==> src/sv/i2cbs_pkg.sv <==
// Shared types, command codes and the phase-count table for the I2C bit sequencer.
// No dependencies; used by scoped names in the front, queue, back, top level and bench.
package i2cbs_pkg;

	localparam int TICK_W = 16;
	localparam logic [TICK_W-1:0] RESET_TICKS = 16'd1000;

	// command codes carried in the kind field
	localparam logic [2:0] KIND_NONE  = 3'd0;
	localparam logic [2:0] KIND_START = 3'd1;
	localparam logic [2:0] KIND_STOP  = 3'd2;
	localparam logic [2:0] KIND_SEND  = 3'd3;
	localparam logic [2:0] KIND_RECV  = 3'd4;
	localparam logic [2:0] KIND_SACK  = 3'd5;
	localparam logic [2:0] KIND_RACK  = 3'd6;

	// classified input word as it travels through the queue
	typedef struct packed {
		logic       cmd;    // kind is a real command
		logic [2:0] kind;
		logic [7:0] shift;  // byte to send, or ack level in bit 0
		logic       sda;    // sampled SDA level this tick
	} item_t;

	// queue status seen by front and back
	typedef struct packed {
		logic full;
		logic nonempty;
	} qstat_t;

	function automatic logic [4:0] phase_count(input logic [2:0] kind);
		logic [4:0] n;
		n = 5'd0;
		unique case (kind)
			KIND_START: n = 5'd4;
			KIND_STOP:  n = 5'd3;
			KIND_SEND:  n = 5'd24;
			KIND_RECV:  n = 5'd25;
			KIND_SACK:  n = 5'd3;
			KIND_RACK:  n = 5'd4;
			default:    n = 5'd0;
		endcase
		return n;
	endfunction

endpackage

==> src/sv/i2cbs_in_if.sv <==
// Input channel of the I2C bit sequencer: valid/ready plus one tick's word.
// Depends on nothing.
interface i2cbs_in_if;
	logic       valid;
	logic       ready;
	logic [2:0] kind;
	logic [7:0] tx_byte;
	logic       tx_ack;
	logic       sda_in;

	modport source (output valid, kind, tx_byte, tx_ack, sda_in, input ready);
	modport sink   (input valid, kind, tx_byte, tx_ack, sda_in, output ready);
endinterface

==> src/sv/i2cbs_out_if.sv <==
// Result channel of the I2C bit sequencer: valid/ready plus one tick's result word.
// Depends on nothing.
interface i2cbs_out_if;
	logic       valid;
	logic       ready;
	logic       scl_out;
	logic       sda_out;
	logic       busy_res;
	logic       done_res;
	logic [7:0] rx_byte;
	logic       rx_ack;
	logic       rejected;

	modport source (output valid, scl_out, sda_out, busy_res, done_res, rx_byte, rx_ack,
		rejected, input ready);
	modport sink   (input valid, scl_out, sda_out, busy_res, done_res, rx_byte, rx_ack,
		rejected, output ready);
endinterface

==> src/sv/i2cbs_front.sv <==
// Front end: takes input words, classifies the command and pushes them into the queue.
// Depends on i2cbs_pkg and i2cbs_in_if.
module i2cbs_front (
	i2cbs_in_if.sink          req,
	input  i2cbs_pkg::qstat_t qstat,
	output logic              push,
	output i2cbs_pkg::item_t  item
);

	logic is_cmd;

	always_comb begin
		// kind 7 is not a command
		is_cmd = (req.kind != i2cbs_pkg::KIND_NONE) && (req.kind <= i2cbs_pkg::KIND_RACK);
		item.cmd  = is_cmd;
		item.kind = req.kind;
		item.sda  = req.sda_in;
		unique case (req.kind)
			i2cbs_pkg::KIND_SEND: item.shift = req.tx_byte;
			i2cbs_pkg::KIND_SACK: item.shift = {7'd0, req.tx_ack};
			default:              item.shift = 8'd0;
		endcase
	end

	assign req.ready = !qstat.full;
	assign push      = req.valid && !qstat.full;

endmodule

==> src/sv/i2cbs_queue.sv <==
// Short FIFO between front and back of the I2C bit sequencer.
// Depends on i2cbs_pkg.
module i2cbs_queue #(
	parameter int DEPTH = 2
) (
	input  logic              clk,
	input  logic              arst_n,
	input  logic              push,
	input  i2cbs_pkg::item_t  wdata,
	input  logic              pop,
	output i2cbs_pkg::item_t  rdata,
	output i2cbs_pkg::qstat_t qstat
);

	localparam int IW = (DEPTH > 1) ? $clog2(DEPTH) : 1;
	localparam int CW = $clog2(DEPTH + 1);
	localparam logic [IW-1:0] LAST = IW'(DEPTH - 1);
	localparam logic [CW-1:0] FULL = CW'(DEPTH);

	i2cbs_pkg::item_t mem_q [DEPTH];
	logic [IW-1:0] wr_q, rd_q;
	logic [CW-1:0] cnt_q;

	always_ff @(posedge clk) begin
		if (push) begin
			mem_q[wr_q] <= wdata;
		end
	end

	always_ff @(posedge clk or negedge arst_n) begin
		if (!arst_n) begin
			wr_q  <= '0;
			rd_q  <= '0;
			cnt_q <= '0;
		end else begin
			if (push) begin
				wr_q <= (wr_q == LAST) ? '0 : wr_q + 1'b1;
			end
			if (pop) begin
				rd_q <= (rd_q == LAST) ? '0 : rd_q + 1'b1;
			end
			if (push && !pop) begin
				cnt_q <= cnt_q + 1'b1;
			end else if (pop && !push) begin
				cnt_q <= cnt_q - 1'b1;
			end
		end
	end

	assign rdata          = mem_q[rd_q];
	assign qstat.full     = (cnt_q == FULL);
	assign qstat.nonempty = (cnt_q != '0);

`ifndef SYNTHESIS
	a_cnt_bound: assert property (@(posedge clk) disable iff (!arst_n) cnt_q <= FULL)
		else $error("queue count above depth");
	a_no_pop_empty: assert property (@(posedge clk) disable iff (!arst_n)
		pop |-> cnt_q != '0)
		else $error("pop from empty queue");
	a_push_count: assert property (@(posedge clk) disable iff (!arst_n)
		push && !pop |=> cnt_q == $past(cnt_q) + 1'b1)
		else $error("push did not raise count");
`endif

endmodule

==> src/sv/i2cbs_back.sv <==
// Back end: pops classified words, runs the pin sequence and registers one result per word.
// Depends on i2cbs_pkg and i2cbs_out_if.
module i2cbs_back (
	input  logic                            clk,
	input  logic                            arst_n,
	input  logic [i2cbs_pkg::TICK_W-1:0]    len,
	input  i2cbs_pkg::item_t                head,
	input  i2cbs_pkg::qstat_t               qstat,
	output logic                            pop,
	i2cbs_out_if.source                     rsp
);

	localparam logic [2:0] NONE = i2cbs_pkg::KIND_NONE;

	// sequencer state
	logic                         scl_q, sda_q, ack_q;
	logic [2:0]                   act_q;
	logic [4:0]                   ph_q;
	logic [i2cbs_pkg::TICK_W-1:0] tick_q;
	logic [7:0]                   sh_q;
	logic [1:0]                   sub_q;   // bit step, TX data/SCL hi/lo, RX SCL hi/sample/lo
	logic [2:0]                   bit_q;   // bit number, MSB first

	// output register
	logic       ovalid_q;
	logic       oscl_q, osda_q, obusy_q, odone_q, orxa_q, orej_q;
	logic [7:0] orxb_q;

	// working values for this word
	logic                         start, rej, busy, done, rxa;
	logic [7:0]                   rxb;
	logic [2:0]                   a, act_n;
	logic [4:0]                   p, ph_n;
	logic [i2cbs_pkg::TICK_W-1:0] t, tnext, tick_n;
	logic [7:0]                   sh, sh_n;
	logic [1:0]                   sub, sub_n;
	logic [2:0]                   bitn, bit_n;
	logic                         scl_n, sda_n, ack_n;

	always_comb begin
		pop   = qstat.nonempty && (!ovalid_q || rsp.ready);
		rej   = (act_q != NONE) && head.cmd;
		start = (act_q == NONE) && head.cmd;
		a     = start ? head.kind  : act_q;
		p     = start ? 5'd0       : ph_q;
		t     = start ? '0         : tick_q;
		sh    = start ? head.shift : sh_q;
		sub   = start ? 2'd0       : sub_q;
		bitn  = start ? 3'd0       : bit_q;

		scl_n  = scl_q;
		sda_n  = sda_q;
		ack_n  = ack_q;
		sh_n   = sh;
		act_n  = a;
		ph_n   = p;
		tick_n = t;
		sub_n  = sub;
		bit_n  = bitn;
		busy   = 1'b0;
		done   = 1'b0;
		rxb    = 8'd0;
		rxa    = 1'b0;
		tnext  = t + 1'b1;

		if (a != NONE) begin
			busy = 1'b1;
			// a phase acts on its first tick only
			if (t == '0) begin
				unique case (a)
					i2cbs_pkg::KIND_START: begin
						priority if (p == 5'd0) sda_n = 1'b1;
						else if (p == 5'd1)     scl_n = 1'b1;
						else if (p == 5'd2)     sda_n = 1'b0;
						else                    scl_n = 1'b0;
					end
					i2cbs_pkg::KIND_STOP: begin
						priority if (p == 5'd0) sda_n = 1'b0;
						else if (p == 5'd1)     scl_n = 1'b1;
						else                    sda_n = 1'b1;
					end
					i2cbs_pkg::KIND_SEND: begin
						priority if (sub == 2'd0) sda_n = sh[3'd7 - bitn];
						else if (sub == 2'd1)     scl_n = 1'b1;
						else                      scl_n = 1'b0;
					end
					i2cbs_pkg::KIND_RECV: begin
						priority if (p == 5'd0) sda_n = 1'b1;
						else if (sub == 2'd0)   scl_n = 1'b1;
						else if (sub == 2'd1) begin
							if (head.sda) sh_n[3'd7 - bitn] = 1'b1;
						end else                scl_n = 1'b0;
					end
					i2cbs_pkg::KIND_SACK: begin
						priority if (p == 5'd0) sda_n = sh[0];
						else if (p == 5'd1)     scl_n = 1'b1;
						else                    scl_n = 1'b0;
					end
					i2cbs_pkg::KIND_RACK: begin
						priority if (p == 5'd0) sda_n = 1'b1;
						else if (p == 5'd1)     scl_n = 1'b1;
						else if (p == 5'd2)     ack_n = head.sda;
						else                    scl_n = 1'b0;
					end
					default: ;
				endcase
			end

			if (tnext >= len) begin
				tick_n = '0;
				ph_n   = p + 1'b1;
				// the leading SDA release of receive byte is not part of a bit
				if (!(a == i2cbs_pkg::KIND_RECV && p == 5'd0)) begin
					if (sub == 2'd2) begin
						sub_n = 2'd0;
						bit_n = bitn + 1'b1;
					end else begin
						sub_n = sub + 1'b1;
					end
				end
				if (ph_n >= i2cbs_pkg::phase_count(a)) begin
					done  = 1'b1;
					rxb   = (a == i2cbs_pkg::KIND_RECV) ? sh_n : 8'd0;
					rxa   = (a == i2cbs_pkg::KIND_RACK) ? ack_n : 1'b0;
					act_n = NONE;
					ph_n  = 5'd0;
				end
			end else begin
				tick_n = tnext;
			end
		end
	end

	always_ff @(posedge clk or negedge arst_n) begin
		if (!arst_n) begin
			scl_q    <= 1'b1;
			sda_q    <= 1'b1;
			ack_q    <= 1'b1;
			act_q    <= NONE;
			ph_q     <= 5'd0;
			tick_q   <= '0;
			sh_q     <= 8'd0;
			sub_q    <= 2'd0;
			bit_q    <= 3'd0;
			ovalid_q <= 1'b0;
		end else begin
			if (pop) begin
				scl_q    <= scl_n;
				sda_q    <= sda_n;
				ack_q    <= ack_n;
				act_q    <= act_n;
				ph_q     <= ph_n;
				tick_q   <= tick_n;
				sh_q     <= sh_n;
				sub_q    <= sub_n;
				bit_q    <= bit_n;
				ovalid_q <= 1'b1;
			end else if (rsp.ready) begin
				ovalid_q <= 1'b0;
			end
		end
	end

	always_ff @(posedge clk) begin
		if (pop) begin
			oscl_q  <= scl_n;
			osda_q  <= sda_n;
			obusy_q <= busy;
			odone_q <= done;
			orxb_q  <= rxb;
			orxa_q  <= rxa;
			orej_q  <= rej;
		end
	end

	assign rsp.valid    = ovalid_q;
	assign rsp.scl_out  = oscl_q;
	assign rsp.sda_out  = osda_q;
	assign rsp.busy_res = obusy_q;
	assign rsp.done_res = odone_q;
	assign rsp.rx_byte  = orxb_q;
	assign rsp.rx_ack   = orxa_q;
	assign rsp.rejected = orej_q;

`ifndef SYNTHESIS
	a_rej_busy: assert property (@(posedge clk) disable iff (!arst_n)
		ovalid_q && (orej_q || odone_q) |-> obusy_q)
		else $error("reject or done without busy");
	a_done_idle: assert property (@(posedge clk) disable iff (!arst_n)
		pop && done |=> act_q == NONE && ph_q == 5'd0)
		else $error("sequencer not idle after done");
	a_rxb_done: assert property (@(posedge clk) disable iff (!arst_n)
		ovalid_q && !odone_q |-> orxb_q == 8'd0 && !orxa_q)
		else $error("received data outside done word");
`endif

endmodule

==> src/sv/i2c_master_bit_sequencer_unit.sv <==
// Top level of the I2C master bit sequencer: phase length register, front, queue, back.
// Depends on i2cbs_pkg, i2cbs_in_if, i2cbs_out_if, i2cbs_front, i2cbs_queue, i2cbs_back.
//
// Usage:
//  - req carries one word per SCL/SDA tick: kind (0 none, 1 start, 2 stop, 3 send byte,
//    4 receive byte, 5 send ack, 6 receive ack), tx_byte, tx_ack and the sampled sda_in.
//  - rsp returns exactly one word per accepted input word, in order: pin levels,
//    busy, a done pulse on the last tick of a command with rx_byte / rx_ack, and
//    rejected when a command arrived while another was running.
//  - cfg_we / cfg_wdata write phase_ticks (ticks per phase, 0 acts as 1); write it
//    only while no word is in flight.
//  - Path: an accepted word enters the queue, is popped by the sequencer once the
//    result register is free, and its result is registered there and shown on rsp.
//  - Throughput: one word per cycle while rsp takes results; the sequencer state update
//    is one tick counter compare and a phase step per word, so nothing iterates.
//  - Stall: while rsp is held off, the result register keeps its word and the queue
//    (QUEUE_DEPTH words) keeps taking input; req.ready drops only when it is full.
//  - Reset: both pins released high, no command active, phase_ticks back to 1000,
//    queue and result register empty.
module i2c_master_bit_sequencer_unit #(
	parameter int QUEUE_DEPTH = 2
) (
	input  logic                         clk,
	input  logic                         arst_n,
	i2cbs_in_if.sink                     req,
	i2cbs_out_if.source                  rsp,
	input  logic                         cfg_we,
	input  logic [i2cbs_pkg::TICK_W-1:0] cfg_wdata
);

	logic [i2cbs_pkg::TICK_W-1:0] ticks_q;
	logic [i2cbs_pkg::TICK_W-1:0] len;

	i2cbs_pkg::item_t  push_item, head_item;
	i2cbs_pkg::qstat_t qstat;
	logic              push, pop;

	// phase length register
	always_ff @(posedge clk or negedge arst_n) begin
		if (!arst_n) begin
			ticks_q <= i2cbs_pkg::RESET_TICKS;
		end else if (cfg_we) begin
			ticks_q <= cfg_wdata;
		end
	end

	// zero length runs as a single tick
	assign len = (ticks_q == '0) ? i2cbs_pkg::TICK_W'(1) : ticks_q;

	i2cbs_front u_front (
		.req   (req),
		.qstat (qstat),
		.push  (push),
		.item  (push_item)
	);

	i2cbs_queue #(
		.DEPTH (QUEUE_DEPTH)
	) u_queue (
		.clk    (clk),
		.arst_n (arst_n),
		.push   (push),
		.wdata  (push_item),
		.pop    (pop),
		.rdata  (head_item),
		.qstat  (qstat)
	);

	i2cbs_back u_back (
		.clk    (clk),
		.arst_n (arst_n),
		.len    (len),
		.head   (head_item),
		.qstat  (qstat),
		.pop    (pop),
		.rsp    (rsp)
	);

endmodule

==> src/flat_wrapper.sv <==
// flat-port wrapper written by rule: the top's interface ports become plain ports
module i2c_master_bit_sequencer_unit_flat 
#(
	parameter int QUEUE_DEPTH = 2
)
  (clk, arst_n, cfg_we, cfg_wdata, req_valid, req_kind, req_tx_byte, req_tx_ack, req_sda_in, req_ready, rsp_valid, rsp_scl_out, rsp_sda_out, rsp_busy_res, rsp_done_res, rsp_rx_byte, rsp_rx_ack, rsp_rejected, rsp_ready);
  i2cbs_in_if req_i ();
  i2cbs_out_if rsp_i ();
  input  logic clk;
  input  logic arst_n;
  input  logic cfg_we;
  input  logic [i2cbs_pkg::TICK_W-1:0] cfg_wdata;
  input wire logic [$bits(req_i.valid)-1:0] req_valid;
  input wire logic [$bits(req_i.kind)-1:0] req_kind;
  input wire logic [$bits(req_i.tx_byte)-1:0] req_tx_byte;
  input wire logic [$bits(req_i.tx_ack)-1:0] req_tx_ack;
  input wire logic [$bits(req_i.sda_in)-1:0] req_sda_in;
  output wire logic [$bits(req_i.ready)-1:0] req_ready;
  output wire logic [$bits(rsp_i.valid)-1:0] rsp_valid;
  output wire logic [$bits(rsp_i.scl_out)-1:0] rsp_scl_out;
  output wire logic [$bits(rsp_i.sda_out)-1:0] rsp_sda_out;
  output wire logic [$bits(rsp_i.busy_res)-1:0] rsp_busy_res;
  output wire logic [$bits(rsp_i.done_res)-1:0] rsp_done_res;
  output wire logic [$bits(rsp_i.rx_byte)-1:0] rsp_rx_byte;
  output wire logic [$bits(rsp_i.rx_ack)-1:0] rsp_rx_ack;
  output wire logic [$bits(rsp_i.rejected)-1:0] rsp_rejected;
  input wire logic [$bits(rsp_i.ready)-1:0] rsp_ready;
  assign req_i.valid = req_valid;
  assign req_i.kind = req_kind;
  assign req_i.tx_byte = req_tx_byte;
  assign req_i.tx_ack = req_tx_ack;
  assign req_i.sda_in = req_sda_in;
  assign req_ready = req_i.ready;
  assign rsp_valid = rsp_i.valid;
  assign rsp_scl_out = rsp_i.scl_out;
  assign rsp_sda_out = rsp_i.sda_out;
  assign rsp_busy_res = rsp_i.busy_res;
  assign rsp_done_res = rsp_i.done_res;
  assign rsp_rx_byte = rsp_i.rx_byte;
  assign rsp_rx_ack = rsp_i.rx_ack;
  assign rsp_rejected = rsp_i.rejected;
  assign rsp_i.ready = rsp_ready;
  i2c_master_bit_sequencer_unit #(.QUEUE_DEPTH(QUEUE_DEPTH)) u_core (.clk(clk), .arst_n(arst_n), .req(req_i), .rsp(rsp_i), .cfg_we(cfg_we), .cfg_wdata(cfg_wdata));
endmodule
==> config.mk <==
export PLATFORM = sky130hd
export DESIGN_NAME = i2c_master_bit_sequencer_unit_flat
export DESIGN_NICKNAME = d
export VERILOG_FILES = /design/src/sv/i2cbs_pkg.sv /design/src/sv/i2cbs_in_if.sv /design/src/sv/i2cbs_out_if.sv /design/src/sv/i2cbs_front.sv /design/src/sv/i2cbs_queue.sv /design/src/sv/i2cbs_back.sv /design/src/sv/i2c_master_bit_sequencer_unit.sv /design/src/flat_wrapper.sv
export SDC_FILE = /design/constraint.sdc
export NUM_CORES = 1
export LEC_CHECK = 0
export ABC_CLOCK_PERIOD_IN_PS = 5200
export BUFFER_PORTS_ARGS = -buffer_cell sky130_fd_sc_hd__buf_4
export CAP_MARGIN = 10
export CORE_AREA = 5 5 120 122
export DETAILED_ROUTE_END_ITERATION = 8
export DIE_AREA = 0 0 125 127
export GPL_TIMING_DRIVEN = 0
export HOLD_SLACK_MARGIN = 0.15
export PLACE_DENSITY_LB_ADDON = 0.08
export SKIP_LAST_GASP = 1
export SLEW_MARGIN = 20
export SYNTH_ARGS = -nofsm -noshare
export SYNTH_HDL_FRONTEND = slang
export SYNTH_SLANG_ARGS = --single-unit
==> constraint.sdc <==
create_clock -name clk -period 5.2 [get_ports clk]
set_input_delay 0.52 -clock clk [delete_from_list [all_inputs] [get_ports clk]]
set_output_delay 0.52 -clock clk [all_outputs]
set_load 0.02 [all_outputs]
==> flow_metrics.py, run 1 <==
metrics = {
    "power_and_ir_drop": {
        "ir_drop_uv": 321.0,
        "powerDensity_nw_per_um2": 527.5,
        "leakagePower_nw": 2.862,
        "finalPower_w": 0.003568,
    },
    "route": {
        "dr.pass1.iters": 5,
        "drc": 0,
        "dr.first_iter.drc_count": 331,
        "avgRoutedWirePerCell_um": 17.52,
        "ant_nets": 0,
        "avgViaCountPerCell": 5.650,
        "wirelength_um": 14580,
        "vias": 4701,
    },
    "timing": {
        "tightest_slew_ns": 1.097,
        "fmax_mhz": 210.4,
        "relSlewSlack_pct": 26.63,
        "final_max_slew_viol_count": 0,
        "fin_crit_sh_pct": 91.40,
        "rsz0062_at_grt": "no",
        "worst_clock_skew_ns": 0.01222,
        "hold_viol_final": 0,
        "min_period_ns": 4.753,
        "fin_tns_setup_ns": 0,
        "setup_slack_ns": 0.4473,
        "finalSetupViolations": 0,
    },
    "die": {
        "top_level_ports": 50,
        "start_util_pct": 44.61,
        "dieHeight_um": 127,
        "core-area_um2": 13090,
        "die_w_um": 125,
        "rows": 42,
        "dieArea_um2": 15880,
    },
    "critical_path": {
        "cp-startpoint": "u_core.u_queue.mem_q[1][12]",
        "crit_type": "reg -> reg",
        "path_max_fanout": 19,
        "cp.required_ns": 5.43,
        "worstSetupEndpointType": "register",
        "start_kind": "register",
        "cp.arrival_ns": 4.99,
        "r2r-start": "u_core.u_queue.mem_q[1][12]",
    },
    "synthesis": {
        "ys_async_sr_fraction_pct": 60.40,
        "yosys_register_bits": 101,
        "syn_area_um2": 5837,
        "synth_flop_cell": "dfrtp_1",
        "synth.net_count": 653,
        "ys_types": 71,
        "yosysSeqAreaShare_pct": 46.92,
        "synthCells": 590,
        "synth-edff-count": 40,
        "synth_area_per_cell_um2": 9.893,
        "synth-warning-count": 0,
    },
    "clock_tree": {
        "cts_made_buffers": 9,
        "clockBufferDepth": 2,
        "clock_latency_ns": 0.36,
        "tritoncts": "built",
        "clock-sinks": 101,
        "h-tree-depth": 3,
        "ctsHoldBuffers": 0,
        "clkTransAtPathRegs_ns": 0.07,
        "cts-root-buf": "clkbuf_16",
    },
    "worst_hold_path": {
        "hp-class": "in -> async",
    },
    "layout": {
        "seq_area_um2": 2739,
        "nets": 714,
        "nFillCells": 1233,
        "n_antenna_cell": 0,
        "synthToLayoutAreaGrowth_pct": 15.88,
        "multi_input_area_um2": 2935,
        "finish.utilization_pct": 51.69,
        "layout-drive-gt1-share_pct": 18.29,
    },
    "global_routing": {
        "grt_start_max_net_pins": 62,
        "grt_pass1_wl_um": 24070,
        "track_usage_pct": 18.94,
        "grt_pass1_vias": 4624,
        "overflow": 0,
        "antenna_found_initial": 0,
    },
    "placement": {
        "globalplace.congestion": 0.9087,
        "dp_slack_ns": -1.003,
        "io_buffers": 49,
        "dp_hpwl_um": 10900,
    },
    "status": {
        "status": "completed",
    },
    "run": {
        "cap_viol_max_count": 0,
    },
}
==> synthesized netlist by cell type, drive strengths merged, types with 8 or more instances <==
library cell | number | area share, %
mux2i | 12 | 2.3
nand2 | 72 | 4.7
nand3 | 16 | 1.5
xnor2 | 10 | 1.5
inv | 27 | 1.7
dfstp | 9 | 4.1
a22o | 15 | 2.3
buf | 9 | 0.81
ha | 29 | 6.2
xor2 | 11 | 1.7
clkbuf | 13 | 0.84
edfxtp | 40 | 21
and2 | 15 | 1.6
o21ai | 44 | 3.8
and3 | 8 | 0.86
nor2 | 51 | 3.5
nor3 | 14 | 1.5
mux2 | 9 | 1.7
a21oi | 36 | 3.2
a31oi | 8 | 1.1
dfrtp | 52 | 22
==> metal layers <==
layer  up-vias  part of all wire [%]  track usage (%)
met5         -                     0                0
met4         0                   1.9            6.378
met3        19                   5.8            3.840
met2       126                    46            29.39
met1      2284                    47            26.73
li1       2272                     -                -
==> path summary, 6_finish.rpt <==
| check | end | slack, ns | cells past startpoint |
|---|---|---|---|
| worst max-delay path | u_core.u_back.bit_q[1] | 0.45 | 18 |
| worst min-delay path | u_core.u_back.sh_q[2] | 0.26 | 1 |
| worst max register to register | u_core.u_back.bit_q[1] | 0.45 | 18 |
| worst min register to register | u_core.u_queue.wr_q | 0.49 | 1 |
| max in group asynchronous | u_core.u_back.ph_q[1] | 4.40 | 1 |
| min in group clk | u_core.u_queue.mem_q[1][0] | 0.35 | 1 |
==> cell families (layout without fill, tap and decap cells) <==
| group | count (synthesis) | count (layout) | synth area share (%) |
|---|---|---|---|
| AOI/OAI and AO/OA | 148 | 148 | 17.21 |
| xor gates and xnor gates | 21 | 21 | 3.151 |
| adders and majority gates | 29 | 29 | 6.217 |
| buffers and inverters | 50 | 116 | 3.451 |
| DFF | 101 | 101 | 46.92 |
| muxes | 21 | 21 | 4.009 |
| and+or+nand+nor | 220 | 220 | 19.04 |
==> power by group <==
group	leakage [nW]	internal, W	switching (W)
Sequential	1.13	0.00107	0.000140
Clock	0.140	0.000335	0.000318
Combinational	1.59	0.000649	0.00106
Total	2.86	0.00205	0.00152
==> final cells by class <==
type	instances	area share (%)
Multi-Input combinational cell	439	43.40
Sequential cell	101	40.49
Timing Repair Buffer	52	5.771
Clock buffer	10	3.385
Tap cell	176	3.256
Inverter	28	1.554
Buffer	20	1.387
Clock inverter	6	0.7584
==> placed cells by master (no fill, tap or decap), types with 14 or more instances in the layout <==
cell / count
ha_1: 29
inv_1: 27
dfrtp_1: 52
a21oi_1: 34
edfxtp_1: 40
nand2_1: 68
buf_4: 52
o21ai_0: 39
a22o_1: 15
nor2_1: 49
nand3_1: 15
and2_1: 14
==> worst max-delay path, cell delays in order, from the launching register on <==
cell       delay, ns
edfxtp_1        0.44
mux2_2          0.40
nand2_4         0.14
clkbuf_4        0.32
and2_1          0.25
ha_1            0.24
nand2_1         0.09
or3_1           0.44
nor3_4          0.29
nand3_1         0.13
xor2_1          0.15
nor2_1          0.08
ha_1            0.33
nand4_1         0.08
a21o_1          0.20
a21oi_1         0.38
and4b_1         0.40
o21ai_0         0.11
o2bb2ai_1       0.15
==> flip-flops by register name, indices dropped and copies added, names as in the netlist, 2 cells and up <==
signal	flops
u_core.ticks_q	16
u_core.u_back.sub_q	2
u_core.u_back.sh_q	8
u_core.u_queue.mem_q	26
u_core.u_back.act_q	3
u_core.u_back.ph_q	5
u_core.u_back.bit_q	3
u_core.u_queue.cnt_q	2
u_core.u_back.rsp.rx_byte	8
u_core.u_back.tick_q	16
==> through the flow <==
step / instances / area [um^2] / hold WS (ns)
after global placement: 815 / 6425 / 0.4797
after CTS: 834 / 6760 / 0.2862
after floorplan: 590 / 5837 / 0.2244
final: 832 / 6764 / 0.2581
after detailed placement: 815 / 6425 / 0.4859
after global routing: 832 / 6764 / 0.3235
==> what timing repair did <==
action,in CTS,in global routing
setup endpoints to repair,39,34
pin swaps,1,0
gates resized for setup,11,3
buffers inserted,3,0
Power figures use the tool's default switching activity.
==> run 2: changes to the inputs <==
- ABC_AREA: unset -> 1
- ABC_CLOCK_PERIOD_IN_PS: 5200 -> 4700
- CORE_AREA: 5 5 120 122 -> 5 5 125 127
- DIE_AREA: 0 0 125 127 -> 0 0 130 132
- clock period: 5.2 -> 4.7 ns (I/O delays scaled with it)
==> flow_metrics.py, run 2 <==
metrics = {
    "layout": {
        "regMostFlops": "u_core.u_queue.mem_q",
        "nets": 919,
        "largest_reg_flops": 26,
        "seq_area_um2": 2739,
        "reg_top3": "u_core.u_queue.mem_q: 26 flops, u_core.ticks_q: 16 flops, u_core.u_back.tick_q: 16 flops",
        "n_antenna_cell": 0,
        "synthToLayoutAreaGrowth_pct": 14.58,
        "final_common_cell": "nand2_1",
        "layout-drive-gt1-share_pct": 16.38,
        "layout_common_cells": "nand2_1 (200), inv_1 (105), nor2_1 (80), nand3_1 (52), dfrtp_1 (52)",
        "multi_input_area_um2": 3007,
        "nFillCells": 1408,
    },
    "timing": {
        "fmax_mhz": 233.8,
        "finalSetupViolations": 0,
        "fin_tns_setup_ns": 0,
        "min_period_ns": 4.278,
        "setup_slack_ns": 0.4220,
        "hold_ws_ns": 0.2003,
        "relSlewSlack_pct": 44.35,
        "worst_clock_skew_ns": 0.01296,
        "tightest_slew_ns": 0.8347,
        "fin_crit_sh_pct": 91.02,
        "final_max_slew_viol_count": 0,
        "hold_viol_final": 0,
        "rsz0062_at_grt": "no",
    },
    "placement": {
        "io_buffers": 49,
        "dp_slack_ns": 0.4400,
        "dp_hpwl_um": 11810,
        "globalplace.congestion": 0.8975,
    },
    "die": {
        "start_util_pct": 44.18,
        "dieArea_um2": 17160,
        "core-area_um2": 14310,
        "top_level_ports": 50,
        "die_w_um": 130,
        "dieHeight_um": 132,
        "rows": 44,
    },
    "route": {
        "wirelength_um": 15850,
        "vias": 5314,
        "avgRoutedWirePerCell_um": 15.16,
        "dr.first_iter.drc_count": 313,
        "drc": 0,
        "dr.pass1.iters": 5,
        "avgViaCountPerCell": 5.085,
        "ant_nets": 0,
    },
    "global_routing": {
        "grt_use_met1_pct": 26.00,
        "grt.busiest_layer": "met2",
        "antenna_found_initial": 0,
        "grt_start_max_net_pins": 62,
        "grtUsageMet2_pct": 30.52,
        "grt_pass1_wl_um": 26050,
        "use_met3_pct": 4.457,
        "overflow": 0,
        "grt_pass1_vias": 5273,
        "track_usage_pct": 19.23,
    },
    "critical_path": {
        "cp.arrival_ns": 4.48,
        "r2r_end": "u_core.u_back.rsp.rx_byte[6]",
        "worstSetupEndpointType": "register",
        "path_max_fanout": 10,
        "r2r-start": "u_core.u_queue.rd_q",
        "start_kind": "register",
        "cp-startpoint": "u_core.u_queue.rd_q",
        "crit_type": "reg -> reg",
        "crit_end": "u_core.u_back.rsp.rx_byte[6]",
        "r2r_slack_ns": 0.42,
        "cp.required_ns": 4.90,
        "reg2regPathDepth": 24,
    },
    "synthesis": {
        "ys_async_sr_fraction_pct": 60.40,
        "synth_flop_cell": "dfrtp_1",
        "synth.net_count": 859,
        "synthCells": 796,
        "synth_top_cell_area_share_pct": 20.58,
        "yosys_register_bits": 101,
        "ys_types": 48,
        "synthMostInstantiatedCell": "nand2_1",
        "syn_area_um2": 6324,
        "synth-warning-count": 0,
        "synth_area_per_cell_um2": 7.944,
        "synth_area_leaders": "dfrtp_1 (21%), edfxtp_1 (19%), nand2_1 (12%), inv_1 (6.2%), ha_1 (5.7%)",
        "yosysSeqAreaShare_pct": 43.31,
        "yosys-top-cells-count": "nand2_1 (200), inv_1 (105), nor2_1 (82)",
        "synth-edff-count": 40,
        "synth.largest_area_cell": "dfrtp_1",
    },
    "power_and_ir_drop": {
        "p_switching_w": 0.002699,
        "powerDensity_nw_per_um2": 747.6,
        "swShare_pct": 49.83,
        "power_frac_clock_pct": 14.8,
        "intPower_w": 0.002718,
        "seqPwrFrac_pct": 26.4,
        "ir_drop_uv": 291.4,
        "finalPower_w": 0.005417,
        "leakagePower_nw": 3.552,
        "combPwrFrac_pct": 58.7,
    },
    "clock_tree": {
        "h-tree-depth": 3,
        "clkTransAtPathRegs_ns": 0.08,
        "cts_made_buffers": 9,
        "clockBufferDepth": 2,
        "clock-sinks": 101,
        "ctsHoldBuffers": 0,
        "tritoncts": "built",
        "clock_latency_ns": 0.37,
        "cts_setup_buffers": 0,
        "cts_resized": 0,
        "cts-root-buf": "clkbuf_16",
    },
    "run": {
        "cap_viol_max_count": 0,
    },
    "worst_hold_path": {
        "hp-class": "in -> async",
    },
    "status": {
        "status": "completed",
    },
}
-- run 2: worst min path at each step --
| stage | cells past startpoint | slack (ns) | from | to |
|---|---|---|---|---|
| final | 1 | 0.20 | arst_n | u_core.u_back.act_q[0] |
| after global routing | 1 | 0.28 | arst_n | u_core.u_back.sh_q[5] |
| after CTS | 1 | 0.24 | arst_n | u_core.u_back.sh_q[3] |
| after detailed placement | 2 | 0.47 | u_core.u_back.sh_q[3] | u_core.u_back.sh_q[3] |
| after global placement | 2 | 0.46 | u_core.u_back.ack_q | u_core.u_back.ack_q |
| after floorplan | 0 | 0.17 | arst_n | u_core.ticks_q[0] |
-- run 2: worst max-delay path: stages, from the launching register on --
cell and delay [ns]:
dfrtp_1 0.38, buf_6 0.14, nand2_2 0.10, nand2_8 0.11
inv_4 0.07, nor2_4 0.05, buf_6 0.15, nor2_1 0.21
ha_1 0.24, nand2_1 0.10, nor2_4 0.15, nand3_2 0.12
nor2_2 0.20, nand3_1 0.09, nand2_1 0.07, nand2_1 0.08
ha_1 0.29, nand4_1 0.13, nor3_1 0.22, nand3_1 0.11
nand3_1 0.32, nand2_1 0.23, inv_1 0.11, nand2_1 0.21
a21oi_1 0.23
-- run 2: cells by family (layout without fill, tap and decap cells) --
group | Yosys count | count (layout) | share of synthesized area [%]
XOR/XNOR | 13 | 13 | 1.801
adder cells (fa/ha/maj) | 29 | 29 | 5.738
flip-flops | 101 | 101 | 43.31
multiplexers | 2 | 2 | 0.3166
AO/OA/AOI/OAI | 120 | 120 | 10.47
buffers and inverters | 138 | 203 | 9.221
AND/OR/NAND/NOR | 393 | 393 | 29.15
-- run 2: power by group through the flow --
stage | combinational, W | sequential [W] | clock [W]
floorplan | 0.00226 | 0.00149 | 0
global placement | 0.00308 | 0.00144 | 0
detailed placement | 0.00318 | 0.00145 | 0
CTS | 0.00319 | 0.00143 | 0.000825
global route | 0.00358 | 0.00146 | 0.000863
finish | 0.00318 | 0.00143 | 0.000804
-- run 2: layout make-up --
class	count	area share, %
Multi-Input combinational cell	557	41.50
Clock buffer	9	3.108
Inverter	118	6.251
Timing Repair Buffer	49	5.077
Tap cell	184	3.177
Clock inverter	7	1.295
Sequential cell	101	37.80
Buffer	20	1.796
-- run 2: metal layers --
metal / part of all wire, % / vias up
met5: 0 / -
met4: 2.1 / 0
met3: 4.8 / 26
met2: 47 / 131
met1: 47 / 2455
li1: - / 2702
-- run 2: stage by stage --
step / cells / area [um^2] / utilization [%]
floorplan: 796 / 6324 / -
global placement: 1029 / 6922 / 48.36
detailed placement: 1029 / 6927 / 48.39
CTS: 1045 / 7246 / 50.62
global route: 1045 / 7246 / 50.62
finish: 1045 / 7246 / 50.62
